--- src/sv/pdfr_pkg.sv ---
`timescale 1ns / 1ps
// ----------------------------------------------------------------------------
// Pulse-distance frame receiver package
// Shared types and codes: decoder phases, result kinds, register indexes.
// ----------------------------------------------------------------------------
package pdfr_pkg;

    localparam int DUR_W  = 16;
    localparam int BYTE_W = 8;
    localparam int CNT_W  = 3;
    localparam int POS_W  = 4;
    localparam int PH_W   = 2;
    localparam int CFG_IDX_W = 3;

    typedef logic [DUR_W-1:0]  t_dur;
    typedef logic [BYTE_W-1:0] t_byte;
    typedef logic [CNT_W-1:0]  t_bit_cnt;
    typedef logic [POS_W-1:0]  t_pos;
    typedef logic [PH_W-1:0]   t_phase;
    typedef logic [CFG_IDX_W-1:0] t_cfg_idx;

    // Decoder phases (also reported as the error phase)
    localparam t_phase PH_LEAD_PULSE = 2'd0;
    localparam t_phase PH_LEAD_SPACE = 2'd1;
    localparam t_phase PH_BIT_PULSE  = 2'd2;
    localparam t_phase PH_BIT_SPACE  = 2'd3;

    // Result kinds
    localparam logic KIND_BYTE  = 1'b0;
    localparam logic KIND_ERROR = 1'b1;

    // Configuration register indexes
    localparam t_cfg_idx REG_LEAD_PULSE = 3'd0;
    localparam t_cfg_idx REG_LEAD_SPACE = 3'd1;
    localparam t_cfg_idx REG_BIT_PULSE  = 3'd2;
    localparam t_cfg_idx REG_ONE_SPACE  = 3'd3;
    localparam t_cfg_idx REG_TOLERANCE  = 3'd4;

    // Register reset values
    localparam t_dur RST_LEAD_PULSE = 16'd9000;
    localparam t_dur RST_LEAD_SPACE = 16'd5000;
    localparam t_dur RST_BIT_PULSE  = 16'd1000;
    localparam t_dur RST_ONE_SPACE  = 16'd3000;
    localparam t_dur RST_TOLERANCE  = 16'd300;

    // A first byte below this threshold marks an inverted frame
    localparam t_byte INVERT_LIMIT = 8'h40;
    localparam t_byte BYTE_ONES    = 8'hFF;

    // Result item
    typedef struct packed {
        logic   kind;
        t_byte  data_byte;
        t_pos   byte_index;
        logic   frame_end;
        logic   checksum_ok;
        logic   inverted;
        t_phase error_phase;
    } t_result;

endpackage

--- src/sv/pdfr_in_if.sv ---
`timescale 1ns / 1ps
// ----------------------------------------------------------------------------
// Edge request channel
// Valid/ready channel carrying one line edge: new level and elapsed time.
// ----------------------------------------------------------------------------
interface pdfr_in_if;
    logic              valid;
    logic              ready;
    logic              level;
    pdfr_pkg::t_dur    elapsed_us;

    modport source (output valid, output level, output elapsed_us, input ready);
    modport sink   (input valid, input level, input elapsed_us, output ready);
endinterface

--- src/sv/pdfr_out_if.sv ---
`timescale 1ns / 1ps
// ----------------------------------------------------------------------------
// Result request channel
// Valid/ready channel carrying one decoded byte or one framing error.
// ----------------------------------------------------------------------------
interface pdfr_out_if;
    logic              valid;
    logic              ready;
    logic              kind;
    pdfr_pkg::t_byte   data_byte;
    pdfr_pkg::t_pos    byte_index;
    logic              frame_end;
    logic              checksum_ok;
    logic              inverted;
    pdfr_pkg::t_phase  error_phase;

    modport source (
        output valid, output kind, output data_byte, output byte_index,
        output frame_end, output checksum_ok, output inverted, output error_phase,
        input ready
    );
    modport sink (
        input valid, input kind, input data_byte, input byte_index,
        input frame_end, input checksum_ok, input inverted, input error_phase,
        output ready
    );
endinterface

--- src/sv/pulse_distance_frame_receiver.sv ---
`timescale 1ns / 1ps
// Pipeline: an accepted edge request is held in the input register; its result,
//   if any, is registered in the result register, where it can be taken.
// Throughput: one edge request per cycle; the decode step sits between the
//   input register and the result register and updates the state in one pass.
//   A result that waits for its consumer stalls the next edge request.
// Reset (synchronous, active low): timing registers return to their defaults,
//   the decoder waits for a lead pulse, and both pipeline registers empty.
// ----------------------------------------------------------------------------
// Pulse-distance frame receiver
// Decodes edge timings into bytes, handles frame inversion and checksum, and
// reports framing errors.
// ----------------------------------------------------------------------------
module pulse_distance_frame_receiver #(
    parameter int FRAME_BYTES = 10
) (
    input  logic                  i_clk,
    input  logic                  i_rst_n,
    input  logic                  i_cfg_we,
    input  pdfr_pkg::t_cfg_idx    i_cfg_idx,
    input  pdfr_pkg::t_dur        i_cfg_data,
    pdfr_in_if.sink               i_edge,
    pdfr_out_if.source            o_res
);

    localparam pdfr_pkg::t_pos LAST_POS = pdfr_pkg::POS_W'(FRAME_BYTES - 1);

    // Configuration registers
    pdfr_pkg::t_dur r_lead_pulse, r_lead_space, r_bit_pulse, r_one_space, r_tol;

    // Input register
    logic           r_in_valid;
    logic           r_level;
    pdfr_pkg::t_dur r_elapsed;

    // Decoder state
    pdfr_pkg::t_phase   r_phase, n_phase;
    pdfr_pkg::t_byte    r_shift, n_shift;
    pdfr_pkg::t_bit_cnt r_cnt, n_cnt;
    pdfr_pkg::t_pos     r_pos, n_pos;
    logic               r_invert, n_invert;
    pdfr_pkg::t_byte    r_sum, n_sum;

    // Result register
    logic              r_out_valid;
    logic              n_has_res;
    pdfr_pkg::t_result r_res, n_res;

    logic advance;
    logic in_ready;

    assign advance  = r_in_valid && (!r_out_valid || o_res.ready);
    assign in_ready = !r_in_valid || advance;
    assign i_edge.ready = in_ready;

    // Write configuration registers
    always_ff @(posedge i_clk) begin
        if (!i_rst_n) begin
            r_lead_pulse <= pdfr_pkg::RST_LEAD_PULSE;
            r_lead_space <= pdfr_pkg::RST_LEAD_SPACE;
            r_bit_pulse  <= pdfr_pkg::RST_BIT_PULSE;
            r_one_space  <= pdfr_pkg::RST_ONE_SPACE;
            r_tol        <= pdfr_pkg::RST_TOLERANCE;
        end else if (i_cfg_we) begin
            case (i_cfg_idx)
                pdfr_pkg::REG_LEAD_PULSE: r_lead_pulse <= i_cfg_data;
                pdfr_pkg::REG_LEAD_SPACE: r_lead_space <= i_cfg_data;
                pdfr_pkg::REG_BIT_PULSE:  r_bit_pulse  <= i_cfg_data;
                pdfr_pkg::REG_ONE_SPACE:  r_one_space  <= i_cfg_data;
                pdfr_pkg::REG_TOLERANCE:  r_tol        <= i_cfg_data;
                default: ;
            endcase
        end
    end

    // Capture the edge request
    always_ff @(posedge i_clk) begin
        if (!i_rst_n) begin
            r_in_valid <= 1'b0;
        end else if (in_ready) begin
            r_in_valid <= i_edge.valid;
        end
    end

    always_ff @(posedge i_clk) begin
        if (in_ready && i_edge.valid) begin
            r_level   <= i_edge.level;
            r_elapsed <= i_edge.elapsed_us;
        end
    end

    // Match a duration against a reference within the tolerance
    function automatic logic near_ref(pdfr_pkg::t_dur d, pdfr_pkg::t_dur r,
                                      pdfr_pkg::t_dur tol);
        pdfr_pkg::t_dur diff;
        diff = (d >= r) ? (d - r) : (r - d);
        return diff <= tol;
    endfunction

    // Decode one edge
    always_comb begin
        logic               gap;
        pdfr_pkg::t_phase   ph;
        pdfr_pkg::t_byte    shift;
        pdfr_pkg::t_bit_cnt cnt;
        pdfr_pkg::t_pos     pos;
        pdfr_pkg::t_byte    raw;
        pdfr_pkg::t_byte    data;
        logic               inv;
        logic               last;
        logic               byte_done;
        logic               err;
        pdfr_pkg::t_phase   err_ph;

        gap = {1'b0, r_elapsed} > ({1'b0, r_lead_space} + {1'b0, r_tol});
        ph    = gap ? pdfr_pkg::PH_LEAD_PULSE : r_phase;
        shift = gap ? '0 : r_shift;
        cnt   = gap ? '0 : r_cnt;
        pos   = gap ? '0 : r_pos;

        n_phase   = ph;
        n_shift   = shift;
        n_cnt     = cnt;
        n_pos     = pos;
        n_invert  = r_invert;
        n_sum     = r_sum;
        n_has_res = 1'b0;
        n_res     = '0;
        byte_done = 1'b0;
        err       = 1'b0;
        err_ph    = pdfr_pkg::PH_LEAD_PULSE;
        raw       = shift;

        case (ph)
            pdfr_pkg::PH_LEAD_PULSE: begin
                if (!r_level && near_ref(r_elapsed, r_lead_pulse, r_tol)) begin
                    n_phase = pdfr_pkg::PH_LEAD_SPACE;
                end
            end
            pdfr_pkg::PH_LEAD_SPACE: begin
                if (r_level && near_ref(r_elapsed, r_lead_space, r_tol)) begin
                    n_phase = pdfr_pkg::PH_BIT_PULSE;
                end else begin
                    err    = 1'b1;
                    err_ph = pdfr_pkg::PH_LEAD_SPACE;
                end
            end
            pdfr_pkg::PH_BIT_PULSE: begin
                if (!r_level && near_ref(r_elapsed, r_bit_pulse, r_tol)) begin
                    n_phase = pdfr_pkg::PH_BIT_SPACE;
                end else begin
                    err    = 1'b1;
                    err_ph = pdfr_pkg::PH_BIT_PULSE;
                end
            end
            default: begin
                if (!r_level) begin
                    err    = 1'b1;
                    err_ph = pdfr_pkg::PH_BIT_SPACE;
                end else begin
                    n_phase = pdfr_pkg::PH_BIT_PULSE;
                    if (near_ref(r_elapsed, r_one_space, r_tol)) begin
                        raw = shift | (pdfr_pkg::BYTE_W'(1) << cnt);
                    end
                    if (cnt != '1) begin
                        n_shift = raw;
                        n_cnt   = cnt + 1'b1;
                    end else begin
                        n_shift   = '0;
                        n_cnt     = '0;
                        byte_done = 1'b1;
                    end
                end
            end
        endcase

        // Finish a byte: inversion, checksum, frame position
        inv  = (pos == '0) ? (raw < pdfr_pkg::INVERT_LIMIT) : r_invert;
        data = inv ? (raw ^ pdfr_pkg::BYTE_ONES) : raw;
        last = pos >= LAST_POS;

        if (err) begin
            n_phase   = pdfr_pkg::PH_LEAD_PULSE;
            n_shift   = '0;
            n_cnt     = '0;
            n_pos     = '0;
            n_has_res = 1'b1;
            n_res.kind        = pdfr_pkg::KIND_ERROR;
            n_res.error_phase = err_ph;
        end else if (byte_done) begin
            n_invert  = inv;
            n_has_res = 1'b1;
            n_res.kind       = pdfr_pkg::KIND_BYTE;
            n_res.data_byte  = data;
            n_res.byte_index = pos;
            n_res.frame_end  = last;
            n_res.inverted   = inv;
            if (pos == '0) begin
                n_sum = '0;
            end else if (last) begin
                n_res.checksum_ok = (r_sum == data);
            end else begin
                n_sum = r_sum + data;
            end
            n_pos = last ? '0 : pos + 1'b1;
        end
    end

    // Advance decoder state
    always_ff @(posedge i_clk) begin
        if (!i_rst_n) begin
            r_phase  <= pdfr_pkg::PH_LEAD_PULSE;
            r_shift  <= '0;
            r_cnt    <= '0;
            r_pos    <= '0;
            r_invert <= 1'b0;
            r_sum    <= '0;
        end else if (advance) begin
            r_phase  <= n_phase;
            r_shift  <= n_shift;
            r_cnt    <= n_cnt;
            r_pos    <= n_pos;
            r_invert <= n_invert;
            r_sum    <= n_sum;
        end
    end

    // Hold the result until taken
    always_ff @(posedge i_clk) begin
        if (!i_rst_n) begin
            r_out_valid <= 1'b0;
        end else if (advance) begin
            r_out_valid <= n_has_res;
        end else if (o_res.ready) begin
            r_out_valid <= 1'b0;
        end
    end

    always_ff @(posedge i_clk) begin
        if (advance && n_has_res) begin
            r_res <= n_res;
        end
    end

    assign o_res.valid       = r_out_valid;
    assign o_res.kind        = r_res.kind;
    assign o_res.data_byte   = r_res.data_byte;
    assign o_res.byte_index  = r_res.byte_index;
    assign o_res.frame_end   = r_res.frame_end;
    assign o_res.checksum_ok = r_res.checksum_ok;
    assign o_res.inverted    = r_res.inverted;
    assign o_res.error_phase = r_res.error_phase;

endmodule

--- src/flat_wrapper.sv ---
// flat-port wrapper written by rule: the top's interface ports become plain ports
module pulse_distance_frame_receiver_flat 
#(
    parameter int FRAME_BYTES = 10
)
  (i_clk, i_rst_n, i_cfg_we, i_cfg_idx, i_cfg_data, i_edge_valid, i_edge_level, i_edge_elapsed_us, i_edge_ready, o_res_valid, o_res_kind, o_res_data_byte, o_res_byte_index, o_res_frame_end, o_res_checksum_ok, o_res_inverted, o_res_error_phase, o_res_ready);
  pdfr_in_if i_edge_i ();
  pdfr_out_if o_res_i ();
  input  logic i_clk;
  input  logic i_rst_n;
  input  logic i_cfg_we;
  input  pdfr_pkg::t_cfg_idx i_cfg_idx;
  input  pdfr_pkg::t_dur i_cfg_data;
  input wire logic [$bits(i_edge_i.valid)-1:0] i_edge_valid;
  input wire logic [$bits(i_edge_i.level)-1:0] i_edge_level;
  input wire logic [$bits(i_edge_i.elapsed_us)-1:0] i_edge_elapsed_us;
  output wire logic [$bits(i_edge_i.ready)-1:0] i_edge_ready;
  output wire logic [$bits(o_res_i.valid)-1:0] o_res_valid;
  output wire logic [$bits(o_res_i.kind)-1:0] o_res_kind;
  output wire logic [$bits(o_res_i.data_byte)-1:0] o_res_data_byte;
  output wire logic [$bits(o_res_i.byte_index)-1:0] o_res_byte_index;
  output wire logic [$bits(o_res_i.frame_end)-1:0] o_res_frame_end;
  output wire logic [$bits(o_res_i.checksum_ok)-1:0] o_res_checksum_ok;
  output wire logic [$bits(o_res_i.inverted)-1:0] o_res_inverted;
  output wire logic [$bits(o_res_i.error_phase)-1:0] o_res_error_phase;
  input wire logic [$bits(o_res_i.ready)-1:0] o_res_ready;
  assign i_edge_i.valid = i_edge_valid;
  assign i_edge_i.level = i_edge_level;
  assign i_edge_i.elapsed_us = i_edge_elapsed_us;
  assign i_edge_ready = i_edge_i.ready;
  assign o_res_valid = o_res_i.valid;
  assign o_res_kind = o_res_i.kind;
  assign o_res_data_byte = o_res_i.data_byte;
  assign o_res_byte_index = o_res_i.byte_index;
  assign o_res_frame_end = o_res_i.frame_end;
  assign o_res_checksum_ok = o_res_i.checksum_ok;
  assign o_res_inverted = o_res_i.inverted;
  assign o_res_error_phase = o_res_i.error_phase;
  assign o_res_i.ready = o_res_ready;
  pulse_distance_frame_receiver #(.FRAME_BYTES(FRAME_BYTES)) u_core (.i_clk(i_clk), .i_rst_n(i_rst_n), .i_cfg_we(i_cfg_we), .i_cfg_idx(i_cfg_idx), .i_cfg_data(i_cfg_data), .i_edge(i_edge_i), .o_res(o_res_i));
endmodule
--- config.mk ---
export PLATFORM = sky130hd
export DESIGN_NAME = pulse_distance_frame_receiver_flat
export DESIGN_NICKNAME = d
export VERILOG_FILES = /design/src/sv/pdfr_pkg.sv /design/src/sv/pdfr_in_if.sv /design/src/sv/pdfr_out_if.sv /design/src/sv/pulse_distance_frame_receiver.sv /design/src/flat_wrapper.sv
export SDC_FILE = /design/constraint.sdc
export NUM_CORES = 1
export LEC_CHECK = 0
export ABC_AREA = 1
export ABC_CLOCK_PERIOD_IN_PS = 11980
export BUFFER_PORTS_ARGS = -buffer_cell sky130_fd_sc_hd__buf_2
export CORE_UTILIZATION = 40
export DETAILED_ROUTE_END_ITERATION = 8
export HOLD_SLACK_MARGIN = 0.12
export PLACE_DENSITY_LB_ADDON = 0.25
export SETUP_SLACK_MARGIN = 0.3
export SLEW_MARGIN = 20
export SYNTH_ARGS = -nofsm -noshare
export SYNTH_HDL_FRONTEND = slang
export SYNTH_SLANG_ARGS = --single-unit
export TNS_END_PERCENT = 10
--- constraint.sdc ---
create_clock -name i_clk -period 11.98 [get_ports i_clk]
set_input_delay 1.198 -clock i_clk [delete_from_list [all_inputs] [get_ports i_clk]]
set_output_delay 1.198 -clock i_clk [all_outputs]
set_load 0.05 [all_outputs]
* Word-level counts from Yosys, hierarchy flattened
Cells that the tools add are included.
** Cells by class
- $add $sub $neg :: 12
- Order comparisons :: 11
- Eq/ne operators :: 9
- Shifts and indexed selects :: 1
- Multiplexer cells :: 47
- Bitwise gates (word level) :: 5
- Reductions and logical operators :: 25
** Operators by type and width (count)
- $sub A16 B16 Y16 :: 8
- $mux W8 :: 11
- $ge A16 B16 Y1 :: 4
- $le A16 B16 Y1 :: 4
- $mux W16 :: 4
- $add A16 B16 Y17 :: 1
- $gt A16 B17 Y1 :: 1
- $mux W2 :: 8
- $mux W4 :: 4
- $mux W3 :: 5
- $mux W1 :: 12
- $pmux W2 S3 :: 2
- $reduce_and A2 Y1 :: 5
- $add A8 B8 Y8 :: 1
- $eq A8 B8 Y1 :: 1
- $lt A8 B7 Y1 const B :: 1
- $not A8 Y8 :: 1
- $or A8 B8 Y8 :: 1
- $shl A1 B3 Y8 const A :: 1
- $eq A3 B2 Y1 const B :: 2
- $logic_and A1 B1 Y1 :: 6
- $add A4 B1 Y4 const B :: 1
- $ge A4 B4 Y1 const B :: 1
- $logic_not A4 Y1 :: 1
- 19 further kinds :: 24
** Storage, ports and cells
- Flip-flop bits (word level) :: 143
- Output and inout port bits :: 20
- Logic and storage cells :: 132

* Logic depth before layout (Yosys ltp)
- Depth after elaboration :: 14
- Mapped depth :: 47
- Mapped depth without buffers :: 45

* Least setup slack after synthesis
No wires, ideal clock.
- Path type :: register to register
- Start point :: register u_core.r_tol[2]
- End point :: register u_core.r_sum[6]
- Arrival time :: 5834 ps
- Required time :: 11848 ps
- Slack :: 6013 ps
- Stages on the path, launching flop included :: 46
- Period minus slack after synthesis :: 5967 ps
- Cells stage by stage :: dfxtp_1 > ha_1 > a21oi_1 > nand2_1 > nand2_1 > nand2_1 > a21oi_1 > o21bai_1 > a21oi_1 > o21bai_1 > nand2_1 > nand2_1 > a21oi_1 > nor2_1 > o21ai_0 > nand2_1 > xor2_1 > ha_1 > [10 not listed] > ha_1 > nand2_1 > inv_1 > nand4_2 > o21ai_2 > nand2_2 > nand3_4 > xor2_1 > ha_1 > inv_1 > fa_1 > o21ai_0 > nand2_1 > nand2_1 > a21oi_1 > xor2_1 > nand2_1 > a21oi_1
** On the way
- Word-level cells in the longest chain between the ends :: 14
- Elaborated cells on any way between the ends :: 39
- Classes of those cells :: add/sub: 2; order compare: 6; eq/ne: 4; shift: 1; mux: 17; bitwise: 3; reduce/logical: 6
** Ends and longest elaborated chain
- start: declaration :: line pulse_distance_frame_receiver.sv:29 : pdfr_pkg::t_dur r_lead_pulse, r_lead_space, r_bit_pulse, r_one_space, r_tol;
- start signal: assignment :: line pulse_distance_frame_receiver.sv:63 : r_tol <= pdfr_pkg::RST_TOLERANCE;
- start signal: assignment :: line pulse_distance_frame_receiver.sv:70 : pdfr_pkg::REG_TOLERANCE: r_tol <= i_cfg_data;
- $add A16 B16 Y17 :: line pulse_distance_frame_receiver.sv:115 : gap = {1'b0, r_elapsed} > ({1'b0, r_lead_space} + {1'b0, r_tol});
- $gt A16 B17 Y1 :: line pulse_distance_frame_receiver.sv:115
- $mux W3 :: line pulse_distance_frame_receiver.sv:118 : cnt = gap ? '0 : r_cnt;
- $shl A1 B3 Y8 :: line pulse_distance_frame_receiver.sv:163 : raw = shift | (pdfr_pkg::BYTE_W'(1) << cnt);
- $or A8 B8 Y8 :: line pulse_distance_frame_receiver.sv:163
- $mux W8 :: line pulse_distance_frame_receiver.sv:162 : if (near_ref(r_elapsed, r_one_space, r_tol)) begin
- $mux W8 :: line pulse_distance_frame_receiver.sv:157 : if (!r_level) begin
- $mux W8 :: line pulse_distance_frame_receiver.sv:134 : case (ph)
- $lt A8 B7 Y1 :: line pulse_distance_frame_receiver.sv:178 : inv = (pos == '0) ? (raw < pdfr_pkg::INVERT_LIMIT) : r_invert;
- $mux W1 :: line pulse_distance_frame_receiver.sv:178
- $mux W8 :: line pulse_distance_frame_receiver.sv:179 : data = inv ? (raw ^ pdfr_pkg::BYTE_ONES) : raw;
- $add A8 B8 Y8 :: line pulse_distance_frame_receiver.sv:203 : n_sum = r_sum + data;
- $mux W8 :: line pulse_distance_frame_receiver.sv:200 : end else if (last) begin
- $mux W8 :: line pulse_distance_frame_receiver.sv:198 : if (pos == '0) begin
- end signal: assignment :: line pulse_distance_frame_receiver.sv:224 : r_sum <= n_sum;
- end: declaration :: line pulse_distance_frame_receiver.sv:42 : pdfr_pkg::t_byte r_sum, n_sum;
Several ways; a longest one is shown, not always the timed one. The select of a mux whose other input is x is not followed.
A chain may end at the register's enable or synchronous reset.

* Final worst setup path
- Start point :: register u_core.r_elapsed[10]
- End point :: register u_core.r_sum[7]
** On the way
- Word-level cells in the longest chain between the ends :: 13
- Elaborated cells on any way between the ends :: 50
- Classes of those cells :: add/sub: 7; order compare: 9; eq/ne: 4; shift: 1; mux: 20; bitwise: 3; reduce/logical: 6
** Ends and longest elaborated chain
- start: declaration :: line pulse_distance_frame_receiver.sv:34 : pdfr_pkg::t_dur r_elapsed;
- start signal: assignment :: line pulse_distance_frame_receiver.sv:88 : r_elapsed <= i_edge.elapsed_us;
- branches (longest 13 deep; another with $sub A16 B16 Y16)
Parallel ways; which one is timed is not known. The select of a mux whose other input is x is not followed.

==> key figures <==
Run status
  – Status: finished clean

Timing
  – Fin. Hold Viols: 0
  – Setup violators final: 0
  – RSZ-0062 raised after global routing: no
  – Worst slew margin: about 29%
  – Peak Freq: 126.0 MHz
  – Final period util: 66.24%
  – Max Clock Skew: 0.01755 ns
  – Min Clock Period, post-route: 7.936 ns
  – Slew @ Worst Pin: around 1.1 ns
  – Worst hold slack: 0.4568 ns
  – Aggregate negative setup slack: 0 ns
  – Slew Limit Fails: 0

Floorplanning
  – DIE WIDTH: between 150 and 200 um
  – Initial Util: between 40% and 50%
  – Die area: 36190 um2
  – Core area: 34710 um2
  – Ports: 61
  – Die height: ~190 um
  – Num rows: between 60 and 70

Detailed routing
  – DRT Pass-1 Iters: 5
  – Initial DRC count: 1245
  – Final wirelength: about 48000 um
  – Vias per inst: 5.512
  – Post-route ant nets: 0
  – Wirelength per Cell: 19.18 um
  – # DRC: 0
  – Via count: 13830

Layout
  – Final nets: roughly 2300
  – Synthesis-to-finish area growth: 9.683%
  – Filler cell count: 3568
  – Fin area: ~16000 um2
  – Layout Cells excl Fill: 2508
  – Share of layout cells above drive strength 1: ~6.7%

Setup path
  – R2R depth: 34
  – WP data required: 12.35 ns
  – Critical path's slowest cell: nand3_1
  – Worst path top cell family by delay: compound AO/OA/AOI/OAI gates
  – CP arrival: 8.31 ns
  – Worst Setup Start Kind: flop
  – Critical path peak fanout: 23
  – Crit Path Category: flop to flop
  – Cell count along the critical path: 34
  – Worst path bufs/invs: 4
  – CP peak stage delay: 0.84 ns
  – Setup crit end kind: flop

Placement
  – Dpl cell area: 14950 um2
  – Final GP Congestion: just under 1
  – Hpwl dp: 39250 um
  – Dpl cells: 2475
  – PortBufs: 60

Synth
  – Syn_area_per_cell: just over 7 um2
  – Syn_nets: 2277
  – Post-Syn Area: about 14000 um2
  – Post-synth EDFFs: 35
  – Cell count after synthesis: 1989
  – Synth Flop Type: dfxtp_1
  – Yosys warnings: 0
  – FF+latch count, synth: 143
  – Post-synth cell types: 60
  – Asr flop ratio synth: 0%
  – Register area share after synthesis: a little under a quarter

Power
  – Clock power frac: 33.6%
  – Switching power: 0.6183 mW
  – Max VDD drop: around 0.070 mV
  – Sequential Power Share: 32.2%
  – Int Pwr: 1.015 mW
  – P per Cell Area: ~110 nW/um2
  – Sw Ratio: 37.85%
  – Pleak: around 7.4 nW
  – Comb pwr share: 34.2%

CTS
  – Bufs on Longest Clock Path: 2
  – CTS H-tree depth: 4
  – CTS Hold Buffers Added: 0
  – Clock Latency Late Sink: roughly 0.45 ns
  – CTS clock-pin slew for the worst setup and hold paths: 0.06 ns
  – CTS tree: done
  – Post-CTS Setup Inserts: 0
  – CTS root buffer: clkbuf_16
  – Num CTS Buffers: 17
  – Post_cts resized: 0
  – CTS Sinks: roughly 140

Job
  – Max Cap Violations: 0

Global routing
  – First-pass GRT wire length: 72620 um
  – Global route overflow: 0
  – Maximum number of pins on one net before global-route repair: 49
  – Vias in the first global route: 13060
  – Gr usage total: 26.56%
  – Initial antenna violation count: 1

Hold path
  – HP Class: flop to flop
  – Hold Path Depth: 2
-- flip-flops by register name, indices dropped and copies added, names as in the netlist, 2 cells and up --
signal and cells:
u_core.r_bit_pulse 16, u_core.r_elapsed 16, u_core.r_lead_pulse 16, u_core.r_lead_space 16, u_core.r_one_space 16, u_core.r_tol 16, u_core.o_res.data_byte 8, u_core.r_shift 8
u_core.r_sum 8, u_core.o_res.byte_index 4, u_core.r_pos 4, u_core.r_cnt 3, u_core.o_res.error_phase 2, u_core.r_phase 2
-- Yosys cell counts, types with 10 or more instances --
| library cell | count | area share (%) |
|---|---|---|
| nand2_1 | 343 | 9.1 |
| inv_1 | 323 | 8.6 |
| a21oi_1 | 277 | 9.8 |
| ha_1 | 237 | 21 |
| o21ai_0 | 170 | 6.0 |
| dfxtp_1 | 108 | 15 |
| nor2_1 | 107 | 2.8 |
| nand3_1 | 61 | 2.2 |
| xor2_1 | 48 | 3.0 |
| edfxtp_1 | 35 | 7.4 |
| clkbuf_1 | 29 | 0.77 |
| xnor2_1 | 28 | 1.7 |
| o211ai_1 | 25 | 1.3 |
| nor3_1 | 24 | 0.85 |
| nand4_1 | 15 | 0.66 |
| o21a_1 | 13 | 0.69 |
| fa_1 | 10 | 1.4 |
| mux2i_1 | 10 | 0.71 |
-- metal layers --
metal / vias to the layer above / GRT usage [%] / wire length (um)
li1: 6777 / - / -
met1: 6451 / 35.82 / 21870
met2: 519 / 42.78 / 21420
met3: 78 / 3.791 / 3296
met4: 0 / 10.00 / 1515
met5: - / 0 / 0
-- path summary, 6_finish.rpt --
check	end	from	slack, ns
max reg2reg	u_core.r_sum[7]$_SDFFE_PN0P_	u_core.r_elapsed[10]$_DFFE_PP_	4.04
min reg2reg	u_core.r_shift[7]$_SDFFE_PN0P_	u_core.r_shift[7]$_SDFFE_PN0P_	0.46
min	u_core.r_shift[7]$_SDFFE_PN0P_	u_core.r_shift[7]$_SDFFE_PN0P_	0.46
max	u_core.r_sum[7]$_SDFFE_PN0P_	u_core.r_elapsed[10]$_DFFE_PP_	4.04
-- metrics by stage --
step,setup slack [ns],total power [mW],util [%]
after detailed placement,4.189,1.084,43.07
after global routing,3.404,1.726,44.79
after CTS,4.155,1.634,44.76
after global placement,4.238,1.078,43.07
after floorplan,6.013,0.9243,-
final,4.044,1.634,44.79
-- cell usage in the layout (no fill, tap or decap), types with 6 or more instances in the layout --
master        n
inv_2         6
o221ai_1      7
a21oi_1     277
nor3_1       24
buf_4         9
o21bai_1      6
ha_1        237
o21ai_0     170
nor4_1        7
inv_1       323
clkbuf_16    17
nand3_1      61
fa_1         10
nand2_2       9
o211ai_1     25
nand2_1     343
nand4_1      15
a21o_1        9
nor2_1      107
dfxtp_1     108
xnor2_1      28
clkinvlp_4    6
edfxtp_1     35
o21a_1       13
xor2_1       48
a31oi_1       9
mux2i_1      10
buf_2        60
-- final cells by class --
class	instances	area, um2	share of cell area (%)
Tap cell	455	569.3	3.662
Timing Repair Buffer	69	367.9	2.366
Antenna cell	1	2.502	0.01610
Clock buffer	18	429.2	2.760
Multi-Input combinational cell	1477	9567	61.53
Sequential cell	143	3213	20.67
Inverter	331	1242	7.991
Clock inverter	14	156.4	1.006
-- worst min-delay path: cells and delay by family (launching register included) --
kind,cells,cell delay [ns]
simple gates,2,0.10
flops,1,0.32
-- power by group through the flow --
stage          clock [mW]  sequential [mW]  combinational [mW]
2_1_floorplan           0            0.532               0.392
3_3_place_gp            0            0.535               0.543
3_5_place_dp            0            0.535               0.548
4_1_cts             0.558            0.525               0.551
5_1_grt             0.578            0.526               0.622
6_report            0.549            0.525               0.559
-- logic make-up (layout without fill, tap and decap cells) --
group / Yosys count / in the layout / synth area share, %
and+or+nand+nor: 581 / 581 / 17.38
DFF: 143 / 143 / 22.67
adders and majority gates: 247 / 247 / 22.33
AOI/OAI and AO/OA: 560 / 560 / 21.98
muxes: 10 / 10 / 0.7062
other: 0 / 1 / 0
xor gates and xnor gates: 79 / 79 / 5.040
buffers and inverters: 369 / 432 / 9.895
Note: power is estimated with default switching activity, not from simulation.
